File: src/hdl/mh_pkg.sv
// ---------------------------------------------------------------------------
// mh_pkg: shared types and constants for the MurmurHash64A engine
// Holds the mixing constant, field widths, controller states and the
// command and status records passed between controller and datapath.
// ---------------------------------------------------------------------------
package mh_pkg;

    localparam int WORD_W   = 64;
    localparam int HALF_W   = 32;
    localparam int NBYTES_W = 4;
    localparam int LEN_W    = 31;
    localparam int SEED_W   = 32;
    localparam int BYTES    = 8;
    localparam int SHIFT_R  = 47;

    localparam logic [WORD_W-1:0] MUL_M  = 64'hc6a4a7935bd1e995;
    localparam logic [HALF_W-1:0] MUL_LO = MUL_M[HALF_W-1:0];
    localparam logic [HALF_W-1:0] MUL_HI = MUL_M[WORD_W-1:HALF_W];

    typedef enum logic [3:0] {
        S_IDLE,
        S_INIT_A,
        S_INIT_B,
        S_DECIDE,
        S_KM1_A,
        S_KM1_B,
        S_KM2_A,
        S_KM2_B,
        S_TAIL,
        S_HM_A,
        S_HM_B,
        S_FIN,
        S_FM_A,
        S_FM_B,
        S_EMIT
    } state_t;

    // Operand that feeds the partial-product stage
    typedef enum logic [1:0] {
        MSRC_LEN,
        MSRC_WORD,
        MSRC_K,
        MSRC_HASH
    } mul_src_t;

    // Register update the datapath performs this cycle
    typedef enum logic [2:0] {
        OP_NONE,
        OP_INIT,
        OP_K_XS,
        OP_HASH_XOR,
        OP_HASH_SET,
        OP_TAIL,
        OP_FIN_XS,
        OP_EMIT
    } dp_op_t;

    typedef struct packed {
        logic     capture;
        mul_src_t mul_src;
        dp_op_t   op;
    } cmd_t;

    typedef struct packed {
        logic first;
        logic last;
        logic tail_zero;
        logic tail_full;
    } status_t;

    function automatic logic [WORD_W-1:0] xorshift(input logic [WORD_W-1:0] v);
        return v ^ (v >> SHIFT_R);
    endfunction

    function automatic logic [WORD_W-1:0] tail_mask(input logic [NBYTES_W-1:0] nb);
        logic [WORD_W-1:0] m;
        m = '0;
        for (int i = 0; i < BYTES; i++)
        begin
            if (NBYTES_W'(i) < nb)
            begin
                m[i*8 +: 8] = 8'hff;
            end
        end
        return m;
    endfunction

endpackage

File: src/hdl/mh_if.sv
// ---------------------------------------------------------------------------
// mh_if: request and result channels of the MurmurHash64A engine
// Valid/ready channels; a transfer happens when valid and ready are high.
// ---------------------------------------------------------------------------
interface mh_req_if;
    logic                          valid;
    logic                          ready;
    logic [mh_pkg::WORD_W-1:0]     word;
    logic [mh_pkg::NBYTES_W-1:0]   valid_bytes;
    logic                          is_first;
    logic                          is_last;
    logic [mh_pkg::LEN_W-1:0]      total_length;

    modport source (
        output valid, word, valid_bytes, is_first, is_last, total_length,
        input  ready
    );
    modport sink (
        input  valid, word, valid_bytes, is_first, is_last, total_length,
        output ready
    );
endinterface

interface mh_res_if;
    logic                      valid;
    logic                      ready;
    logic [mh_pkg::WORD_W-1:0] hash;

    modport source (
        output valid, hash,
        input  ready
    );
    modport sink (
        input  valid, hash,
        output ready
    );
endinterface

File: src/hdl/murmur2_64a_hash.sv
// ---------------------------------------------------------------------------
// murmur2_64a_hash: streaming MurmurHash64A engine
// Hashes a message delivered as little-endian 64-bit words and returns the
// finalized 64-bit hash on the last word of each message.
//
//   channel   dir   handshake          payload
//   msg       in    valid / ready      word, valid_bytes, is_first,
//                                      is_last, total_length
//   res       out   valid / ready      hash
//   cfg       in    cfg_we             cfg_wdata (seed)
//
// Sequencing: requests are accepted only while idle, one word at a time. A
// first word adds the seed init; a last word adds finalization, a tail step
// for a 1 to 7 byte tail, none for an empty one. Each product by M is a
// registered partial-product step followed by the combining add.
// Reset: rst_n clears the running hash, the seed and the controller.
// Stalls: a finished hash waits in the result register; the next request is
// accepted meanwhile, and only a later emit waits for the register to free.
// ---------------------------------------------------------------------------
module murmur2_64a_hash (
    input  logic                      clk,
    input  logic                      rst_n,
    input  logic                      cfg_we,
    input  logic [mh_pkg::SEED_W-1:0] cfg_wdata,
    mh_req_if.sink                    msg,
    mh_res_if.source                  res
);

    // command and status between sequencer and datapath
    mh_pkg::cmd_t    cmd;
    mh_pkg::status_t status;

    // Sequencer: walks each request through init, mix, tail and finalize steps
    mh_ctrl u_ctrl (
        .clk       (clk),
        .rst_n     (rst_n),
        .req_valid (msg.valid),
        .req_ready (msg.ready),
        .res_valid (res.valid),
        .res_ready (res.ready),
        .status    (status),
        .cmd       (cmd)
    );

    // Datapath: request capture, running hash, mixing multiplier, result
    mh_datapath u_datapath (
        .clk          (clk),
        .rst_n        (rst_n),
        .cfg_we       (cfg_we),
        .cfg_wdata    (cfg_wdata),
        .word         (msg.word),
        .valid_bytes  (msg.valid_bytes),
        .is_first     (msg.is_first),
        .is_last      (msg.is_last),
        .total_length (msg.total_length),
        .cmd          (cmd),
        .status       (status),
        .hash         (res.hash)
    );

endmodule

File: src/hdl/mh_datapath.sv
// ---------------------------------------------------------------------------
// mh_datapath: registers and 64-bit modular multiplier of the hash engine
// Runs one command per cycle; a product by the mixing constant is split into
// registered partial products, then the combining add.
// ---------------------------------------------------------------------------
module mh_datapath (
    input  logic                          clk,
    input  logic                          rst_n,
    input  logic                          cfg_we,
    input  logic [mh_pkg::SEED_W-1:0]     cfg_wdata,
    input  logic [mh_pkg::WORD_W-1:0]     word,
    input  logic [mh_pkg::NBYTES_W-1:0]   valid_bytes,
    input  logic                          is_first,
    input  logic                          is_last,
    input  logic [mh_pkg::LEN_W-1:0]      total_length,
    input  mh_pkg::cmd_t                  cmd,
    output mh_pkg::status_t               status,
    output logic [mh_pkg::WORD_W-1:0]     hash
);

    logic [mh_pkg::SEED_W-1:0]   seed_reg;
    logic [mh_pkg::WORD_W-1:0]   hash_reg;
    logic [mh_pkg::WORD_W-1:0]   hash_next;
    logic [mh_pkg::WORD_W-1:0]   k_reg;
    logic [mh_pkg::WORD_W-1:0]   word_reg;
    logic [mh_pkg::NBYTES_W-1:0] nb_reg;
    logic                        first_reg;
    logic                        last_reg;
    logic [mh_pkg::LEN_W-1:0]    len_reg;
    logic [mh_pkg::WORD_W-1:0]   res_reg;

    logic [mh_pkg::WORD_W-1:0]   op;
    logic [mh_pkg::WORD_W-1:0]   pp0;
    logic [mh_pkg::HALF_W-1:0]   pp1;
    logic [mh_pkg::HALF_W-1:0]   pp2;
    logic [mh_pkg::WORD_W-1:0]   pp0_reg;
    logic [mh_pkg::HALF_W-1:0]   pp1_reg;
    logic [mh_pkg::HALF_W-1:0]   pp2_reg;
    logic [mh_pkg::HALF_W-1:0]   cross_sum;
    logic [mh_pkg::WORD_W-1:0]   prod;

    // Operand select and partial products (low 64 bits of op * M)
    always_comb
    begin
        case (cmd.mul_src)
            mh_pkg::MSRC_LEN:  op = mh_pkg::WORD_W'(len_reg);
            mh_pkg::MSRC_WORD: op = word_reg;
            mh_pkg::MSRC_K:    op = k_reg;
            mh_pkg::MSRC_HASH: op = hash_reg;
            default:           op = hash_reg;
        endcase
    end

    assign pp0   = mh_pkg::WORD_W'(op[mh_pkg::HALF_W-1:0])
                 * mh_pkg::WORD_W'(mh_pkg::MUL_LO);
    assign pp1   = op[mh_pkg::HALF_W-1:0] * mh_pkg::MUL_HI;
    assign pp2   = op[mh_pkg::WORD_W-1:mh_pkg::HALF_W] * mh_pkg::MUL_LO;
    assign cross_sum = pp1_reg + pp2_reg;
    assign prod  = pp0_reg + {cross_sum, mh_pkg::HALF_W'(0)};

    always_ff @(posedge clk)
    begin
        pp0_reg <= pp0;
        pp1_reg <= pp1;
        pp2_reg <= pp2;
    end

    always_comb
    begin
        case (cmd.op)
            mh_pkg::OP_INIT:     hash_next = mh_pkg::WORD_W'(seed_reg) ^ prod;
            mh_pkg::OP_HASH_XOR: hash_next = hash_reg ^ prod;
            mh_pkg::OP_HASH_SET: hash_next = prod;
            mh_pkg::OP_TAIL:     hash_next = hash_reg ^ (word_reg & mh_pkg::tail_mask(nb_reg));
            default:             hash_next = hash_reg;
        endcase
    end

    always_ff @(posedge clk or negedge rst_n)
    begin
        if (!rst_n)
        begin
            seed_reg <= '0;
            hash_reg <= '0;
        end
        else
        begin
            if (cfg_we)
            begin
                seed_reg <= cfg_wdata;
            end
            hash_reg <= hash_next;
        end
    end

    always_ff @(posedge clk)
    begin
        if (cmd.capture)
        begin
            word_reg  <= word;
            nb_reg    <= valid_bytes;
            first_reg <= is_first;
            last_reg  <= is_last;
            len_reg   <= total_length;
        end
        case (cmd.op)
            mh_pkg::OP_K_XS:   k_reg <= mh_pkg::xorshift(prod);
            mh_pkg::OP_FIN_XS: k_reg <= mh_pkg::xorshift(hash_reg);
            default:           k_reg <= k_reg;
        endcase
        if (cmd.op == mh_pkg::OP_EMIT)
        begin
            res_reg <= k_reg;
        end
    end

    always_comb
    begin
        status.first     = first_reg;
        status.last      = last_reg;
        status.tail_zero = (nb_reg == '0);
        status.tail_full = nb_reg inside {[4'd8:4'd15]};
    end

    assign hash = res_reg;

endmodule

File: src/hdl/mh_ctrl.sv
// ---------------------------------------------------------------------------
// mh_ctrl: sequencer of the MurmurHash64A engine
// Steps each request through init, word mix, tail and finalization, and
// owns the result valid flag.
// ---------------------------------------------------------------------------
module mh_ctrl (
    input  logic            clk,
    input  logic            rst_n,
    input  logic            req_valid,
    output logic            req_ready,
    output logic            res_valid,
    input  logic            res_ready,
    input  mh_pkg::status_t status,
    output mh_pkg::cmd_t    cmd
);

    mh_pkg::state_t state_reg;
    mh_pkg::state_t state_next;
    logic           res_valid_reg;
    logic           res_valid_next;

    always_ff @(posedge clk or negedge rst_n)
    begin
        if (!rst_n)
        begin
            state_reg     <= mh_pkg::S_IDLE;
            res_valid_reg <= 1'b0;
        end
        else
        begin
            state_reg     <= state_next;
            res_valid_reg <= res_valid_next;
        end
    end

    always_comb
    begin
        state_next     = state_reg;
        cmd.capture    = 1'b0;
        cmd.mul_src    = mh_pkg::MSRC_HASH;
        cmd.op         = mh_pkg::OP_NONE;
        req_ready      = 1'b0;
        res_valid_next = res_valid_reg && !res_ready;
        case (state_reg)
            mh_pkg::S_IDLE:
            begin
                req_ready   = 1'b1;
                cmd.capture = req_valid;
                if (req_valid)
                begin
                    state_next = mh_pkg::S_INIT_A;
                end
            end
            mh_pkg::S_INIT_A:
            begin
                cmd.mul_src = mh_pkg::MSRC_LEN;
                state_next  = status.first ? mh_pkg::S_INIT_B : mh_pkg::S_DECIDE;
            end
            mh_pkg::S_INIT_B:
            begin
                cmd.op     = mh_pkg::OP_INIT;
                state_next = mh_pkg::S_DECIDE;
            end
            mh_pkg::S_DECIDE:
            begin
                if (!status.last || status.tail_full)
                begin
                    state_next = mh_pkg::S_KM1_A;
                end
                else if (status.tail_zero)
                begin
                    state_next = mh_pkg::S_FIN;
                end
                else
                begin
                    state_next = mh_pkg::S_TAIL;
                end
            end
            mh_pkg::S_KM1_A:
            begin
                cmd.mul_src = mh_pkg::MSRC_WORD;
                state_next  = mh_pkg::S_KM1_B;
            end
            mh_pkg::S_KM1_B:
            begin
                cmd.op     = mh_pkg::OP_K_XS;
                state_next = mh_pkg::S_KM2_A;
            end
            mh_pkg::S_KM2_A:
            begin
                cmd.mul_src = mh_pkg::MSRC_K;
                state_next  = mh_pkg::S_KM2_B;
            end
            mh_pkg::S_KM2_B:
            begin
                cmd.op     = mh_pkg::OP_HASH_XOR;
                state_next = mh_pkg::S_HM_A;
            end
            mh_pkg::S_TAIL:
            begin
                cmd.op     = mh_pkg::OP_TAIL;
                state_next = mh_pkg::S_HM_A;
            end
            mh_pkg::S_HM_A:
            begin
                cmd.mul_src = mh_pkg::MSRC_HASH;
                state_next  = mh_pkg::S_HM_B;
            end
            mh_pkg::S_HM_B:
            begin
                cmd.op     = mh_pkg::OP_HASH_SET;
                state_next = status.last ? mh_pkg::S_FIN : mh_pkg::S_IDLE;
            end
            mh_pkg::S_FIN:
            begin
                cmd.op     = mh_pkg::OP_FIN_XS;
                state_next = mh_pkg::S_FM_A;
            end
            mh_pkg::S_FM_A:
            begin
                cmd.mul_src = mh_pkg::MSRC_K;
                state_next  = mh_pkg::S_FM_B;
            end
            mh_pkg::S_FM_B:
            begin
                cmd.op     = mh_pkg::OP_K_XS;
                state_next = mh_pkg::S_EMIT;
            end
            mh_pkg::S_EMIT:
            begin
                // hold until the result register is free
                if (!res_valid_reg || res_ready)
                begin
                    cmd.op         = mh_pkg::OP_EMIT;
                    res_valid_next = 1'b1;
                    state_next     = mh_pkg::S_IDLE;
                end
            end
            default:
            begin
                state_next = mh_pkg::S_IDLE;
            end
        endcase
    end

    assign res_valid = res_valid_reg;

endmodule

File: src/flat_wrapper.sv
// flat-port wrapper written by rule: the top's interface ports become plain ports
module murmur2_64a_hash_flat 
  (clk, rst_n, cfg_we, cfg_wdata, msg_valid, msg_word, msg_valid_bytes, msg_is_first, msg_is_last, msg_total_length, msg_ready, res_valid, res_hash, res_ready);
  mh_req_if msg_i ();
  mh_res_if res_i ();
  input  logic clk;
  input  logic rst_n;
  input  logic cfg_we;
  input  logic [mh_pkg::SEED_W-1:0] cfg_wdata;
  input wire logic [$bits(msg_i.valid)-1:0] msg_valid;
  input wire logic [$bits(msg_i.word)-1:0] msg_word;
  input wire logic [$bits(msg_i.valid_bytes)-1:0] msg_valid_bytes;
  input wire logic [$bits(msg_i.is_first)-1:0] msg_is_first;
  input wire logic [$bits(msg_i.is_last)-1:0] msg_is_last;
  input wire logic [$bits(msg_i.total_length)-1:0] msg_total_length;
  output wire logic [$bits(msg_i.ready)-1:0] msg_ready;
  output wire logic [$bits(res_i.valid)-1:0] res_valid;
  output wire logic [$bits(res_i.hash)-1:0] res_hash;
  input wire logic [$bits(res_i.ready)-1:0] res_ready;
  assign msg_i.valid = msg_valid;
  assign msg_i.word = msg_word;
  assign msg_i.valid_bytes = msg_valid_bytes;
  assign msg_i.is_first = msg_is_first;
  assign msg_i.is_last = msg_is_last;
  assign msg_i.total_length = msg_total_length;
  assign msg_ready = msg_i.ready;
  assign res_valid = res_i.valid;
  assign res_hash = res_i.hash;
  assign res_i.ready = res_ready;
  murmur2_64a_hash u_core (.clk(clk), .rst_n(rst_n), .cfg_we(cfg_we), .cfg_wdata(cfg_wdata), .msg(msg_i), .res(res_i));
endmodule
File: config.mk
export PLATFORM = sky130hd
export DESIGN_NAME = murmur2_64a_hash_flat
export DESIGN_NICKNAME = d
export VERILOG_FILES = /design/src/hdl/mh_pkg.sv /design/src/hdl/mh_if.sv /design/src/hdl/murmur2_64a_hash.sv /design/src/hdl/mh_datapath.sv /design/src/hdl/mh_ctrl.sv /design/src/flat_wrapper.sv
export SDC_FILE = /design/constraint.sdc
export NUM_CORES = 2
export LEC_CHECK = 0
export BUFFER_PORTS_ARGS = -buffer_cell sky130_fd_sc_hd__buf_4
export CAP_MARGIN = 10
export CELL_PAD_IN_SITES_DETAIL_PLACEMENT = 1
export CELL_PAD_IN_SITES_GLOBAL_PLACEMENT = 1
export CORE_MARGIN = 2
export CORE_UTILIZATION = 52
export DETAILED_ROUTE_END_ITERATION = 6
export MAX_ROUTING_LAYER = met4
export PLACE_DENSITY = 0.9
export SLEW_MARGIN = 15
export SYNTH_ARGS = -nofsm -noshare
export SYNTH_HDL_FRONTEND = slang
export SYNTH_HIERARCHICAL = 1
export SYNTH_SLANG_ARGS = --single-unit
File: constraint.sdc
create_clock -name clk -period 12.3 [get_ports clk]
set_input_delay 1.23 -clock clk [delete_from_list [all_inputs] [get_ports clk]]
set_output_delay 1.23 -clock clk [all_outputs]
set_load 0.005 [all_outputs]
-- Word level (Yosys, flattened, before mapping)
Cells that the tools add are included.
Widths: inputs -> output; s select.
- $lt $le $gt $ge: 10
- bitwise logic cells: 6
- add/subtract/negate cells: 2
- multipliers: 3
- reductions and logical operators: 16
- equality and inequality tests: 26
- muxes and demuxes: 33
- operator list (kind ; number):
    $pmux 64 s4 ; 2
    $mux 8 ; 16
    $pmux 64 s2 ; 1
    $xor 64x17->64 ; 2
    $xor 64x64->64 ; 2
    $add 63x64->64 ; 1
    $and 64x64->64 ; 1
    $mul 32x31->32 const B ; 2
    $xor 32x64->64 ; 1
    $mul 32x31->63 const B ; 1
    $pmux 4 s14 ; 1
    $add 32x32->32 ; 1
    $eq 4x4->1 const B ; 7
    $pmux 3 s7 ; 1
    $eq 4x3->1 const B ; 4
    $lt 3x4->1 const A ; 4
    $mux 4 ; 4
    $eq 3x3->1 const B ; 4
    $eq 4x2->1 const B ; 2
    $logic_not 4->1 ; 2
    $lt 1x4->1 const A ; 2
    $lt 2x4->1 const A ; 2
    $eq 3x2->1 const B ; 2
    $pmux 2 s3 ; 1
    18 further kinds ; 30
- output and inout port bits: 66
- input bits: 138
- flip-flop bits (word level): 457

-- Depth between registers and ports, before layout
- depth after elaboration: 9
- mapped depth: 39
- depth with buffers taken out: 32

-- Modules after synthesis
Netlist, hierarchy kept.
- modules (own cells, without submodules) (module ; seq. area each (um^2) ; cells each ; times used ; area each (um^2)):
    mh_datapath ; 11801.3 ; 5464 ; 1 ; 56634.3
    mh_ctrl ; 125.1 ; 68 ; 1 ; 520.5

-- Least setup slack after synthesis
Ideal clock, no wire load.
- path type: reg2reg
- start: register u_core.u_ctrl.state_reg[3]
- end: register u_core/u_datapath/pp0_reg[60] (netlist name)
- clock period less this slack: 9.663 ns
- setup slack: 2.637 ns
- required time: 12.173 ns
- data arrival time: 9.537 ns
- cell stages (with the launch flop): 35
- cells stage by stage: dfrtp_1 -> buf_4 -> buf_6 -> xnor2_1 -> nor3_1 -> a21oi_1 -> buf_2 -> buf_1 -> buf_1 -> buf_1 -> mux4_2 -> fa_1 -> inv_1 -> fa_1 -> fa_1 -> inv_1 -> fa_1 -> fa_1 -> fa_1 -> fa_1 -> inv_1 -> fa_1 -> inv_1 -> ha_1 -> a21oi_1 -> o21ai_0 -> a31o_2 -> a211o_1 -> a211oi_2 -> o21a_2 -> a21oi_2 -> o41ai_4 -> o21a_1 -> a21oi_1 -> xor2_1
- RTL lines (what ; RTL line ; text):
    start: declaration ; mh_ctrl.sv:17 ; mh_pkg::state_t state_reg;
    start signal: assignment ; mh_ctrl.sv:26 ; state_reg <= mh_pkg::S_IDLE;
    start signal: assignment ; mh_ctrl.sv:31 ; state_reg <= state_next;
    end signal: assignment ; mh_datapath.sv:63 ; pp0_reg <= pp0;
    end: declaration ; mh_datapath.sv:36 ; logic [mh_pkg::WORD_W-1:0] pp0_reg;

==> reports/qor.csv <==
metric,value,unit
outcome,"finished, final reports clean",
Final setup viols,0,
slew at the pin closest to its max-slew limit,1.27,ns
largest clock skew in the final design,0.0386,ns
effective utilization at floorplan,52.4,%
count of input and output buffers,203,
setup repair after global routing missed its margin,no,
wire length of the first global-routing pass,326000,um
PostCTS Resize Cnt,0,
die extent in y,336,um
number of instances in the synthesized netlist,5532,
final period utilization,84.4,%
most frequent standard cell in the layout excluding fill and tap cells,inv_1,
sequential fraction of the synthesis area,20.9,%
number of DRC violations after detailed routing,0,
count of nets after finishing,7453,
Crit Path Class,flip-flop to flip-flop,
"Clk pin slew, worst setup/hold paths",0.06,ns
post-detailed-route wirelength per cell,30.8,um
First DRT Iteration DRCs,4666,
total vias in the final route,44600,
headroom to the max-slew limit,14.4,%
insertion delay to the later sink of the worst-skew pair,0.65,ns
Clock Tree Root,clkbuf_16,
die width,336,um
number of search-and-repair iterations in the first detailed-routing pass,7,
area growth from synthesis to final layout,8.38,%
routed wire length,220000,um
fin crit period,10.38,ns
peak fanout along the critical path,19,
max-capacitance violation count,0,
Overflow after GRT,0,
placer congestion estimate,1.04,
via density per instance,6.24,
number of clock sinks,456,
total of flip-flops plus latches after synthesis,456,
YS warnings,6,
DP HPWL,178000,um
number of library cell types mapped by synthesis,100,
Top Ports,204,
post-synthesis cell area,57200,um2
number of buffers inserted by post-CTS setup repair,0,
"buffers from clock root to sink, at most",3,
type of the tightest min-delay check,flip-flop to flip-flop,
"Hold Violations, Final",0,
area of the placeable core,109000,um2
global-route usage over all layers,40.8,%
data arrival time of the worst path,10.88,ns
pin count of the biggest net entering global routing,87,
Antenna Nets Post-Route,0,
Inserted Clock Buffers,51,
number of hold-repair buffers added at the cts stage,0,
average cell area after synthesis,10.3,um2
antenna violations before repair,11,
number of placement rows,121,
H-tree levels,2,
proportion of register bits with asynchronous set or reset after synthesis,22.1,%
clock tree from TritonCTS,built,
highest-count cells in the layout ignoring fill and taps,"1,294 x inv_1, 869 x ha_1, 761 x fa_1",
Pins Over Slew Limit,0,
number of global-route vias before repair,50000,
required arrival time at the worst endpoint,12.80,ns
Post-synth top flop,edfxtp_1,
die area,113000,um2
Setup TNS Final,0,ns
CP startpoint kind,flip-flop,
Post-Syn Nets,7300,
number of flip-flops under the largest register name,128,
max frequency,0.0964,GHz
count of flip-flops with a built-in enable after synthesis,229,
Critical Path End Type,flip-flop,
share of post-route cells with drive strength above 1,8.50,%
[cell families after synthesis]
| group | share of synthesized area (%) |
|---|---|
| and+or+nand+nor | 5.38 |
| DFF | 20.9 |
| adders and majority gates | 45.7 |
| muxes | 2.86 |
| buffers and inverters | 9.49 |
| xor gates and xnor gates | 4.70 |
| AOI/OAI and AO/OA | 11.0 |
[cell type report]
class,count,area (um2)
multi-input cells,3646,39900
fillers,11900,47100
clock buffers,71,1470
flip-flops and latches,456,11900
well taps,1414,1770
clock inverters,25,260
repair buffers,235,1760
inverters,1295,4860
diodes,6,15.0
[worst max-delay path, cell delays in order (launching register included)]
cell and delay, ns:
dfrtp_1 0.73, xnor2_1 0.19, nor3_1 0.09, a21oi_4 0.75, buf_4 0.44, mux4_2 0.69
ha_1 0.54, ha_1 0.36, inv_1 0.07, fa_1 0.56, inv_1 0.08, fa_1 0.57
fa_1 0.65, fa_1 0.46, fa_1 0.51, inv_1 0.05, fa_1 0.48, inv_1 0.05
ha_1 0.39, and4_1 0.24, and4_1 0.26, inv_1 0.05, a2111oi_0 0.80, a21oi_1 0.33
o41ai_1 0.52, xor2_1 0.33
[cells in the mapped netlist, types with 64 or more instances]
cell type / count / share of area, %
a21oi_1: 246 / 2.2
dfxtp_1: 126 / 4.4
ha_1: 869 / 19
a21o_1: 76 / 1.0
nand2_1: 258 / 1.7
clkbuf_1: 97 / 0.64
dfrtp_1: 101 / 4.4
xor2_1: 102 / 1.6
xnor2_1: 203 / 3.1
fa_1: 761 / 27
inv_1: 1294 / 8.5
o21ai_0: 184 / 1.6
mux2_2: 64 / 1.3
edfxtp_1: 229 / 12
nor2_1: 156 / 1.0
[path summary, 6_finish.rpt]
| check | start | endpoint | slack, ns | cells past startpoint |
|---|---|---|---|---|
| min in group asynchronous | rst_n | u_core/u_datapath/hash_reg[45] | 0.73 | 1 |
| worst max register to register | u_core/u_ctrl/state_reg[3] | u_core/u_datapath/pp0_reg[44] | 1.92 | 25 |
| worst min register to register | u_core/u_datapath/k_reg[62] | u_core/u_datapath/hash[62] | 0.46 | 0 |
| worst max-delay path | u_core/u_ctrl/state_reg[3] | u_core/u_datapath/pp0_reg[44] | 1.92 | 25 |
| max in group asynchronous | rst_n | u_core/u_datapath/hash_reg[7] | 10.19 | 2 |
| worst min-delay path | u_core/u_datapath/k_reg[62] | u_core/u_datapath/hash[62] | 0.46 | 0 |
[metal layers]
metal	global-route usage, %	vias to the layer above	part of all wire, %
met1	46.5	22600	35
li1	-	18400	-
met2	64.2	2615	47
met5	-	-	0
met4	30.7	0	9.6
met3	7.34	1008	8.5
[metrics by stage]
| step | setup WS (ns) | hold WS (ns) | cell area (um2) | cells | util, % |
|---|---|---|---|---|---|
| 2_1_floorplan | 2.64 | 0.421 | 57200 | 5532 | - |
| 3_3_place_gp | 2.53 | 0.429 | 60200 | 7046 | 55.2 |
| 3_5_place_dp | 2.10 | 0.451 | 60200 | 7046 | 55.2 |
| 4_1_cts | 2.02 | 0.459 | 61900 | 7142 | 56.8 |
| 5_1_grt | 1.61 | 0.468 | 61900 | 7147 | 56.8 |
| 6_report | 1.92 | 0.462 | 61900 | 7148 | 56.8 |
Power is not shown: default switching activity piles up to over one toggle a cycle in this logic, so the estimate is an artifact.
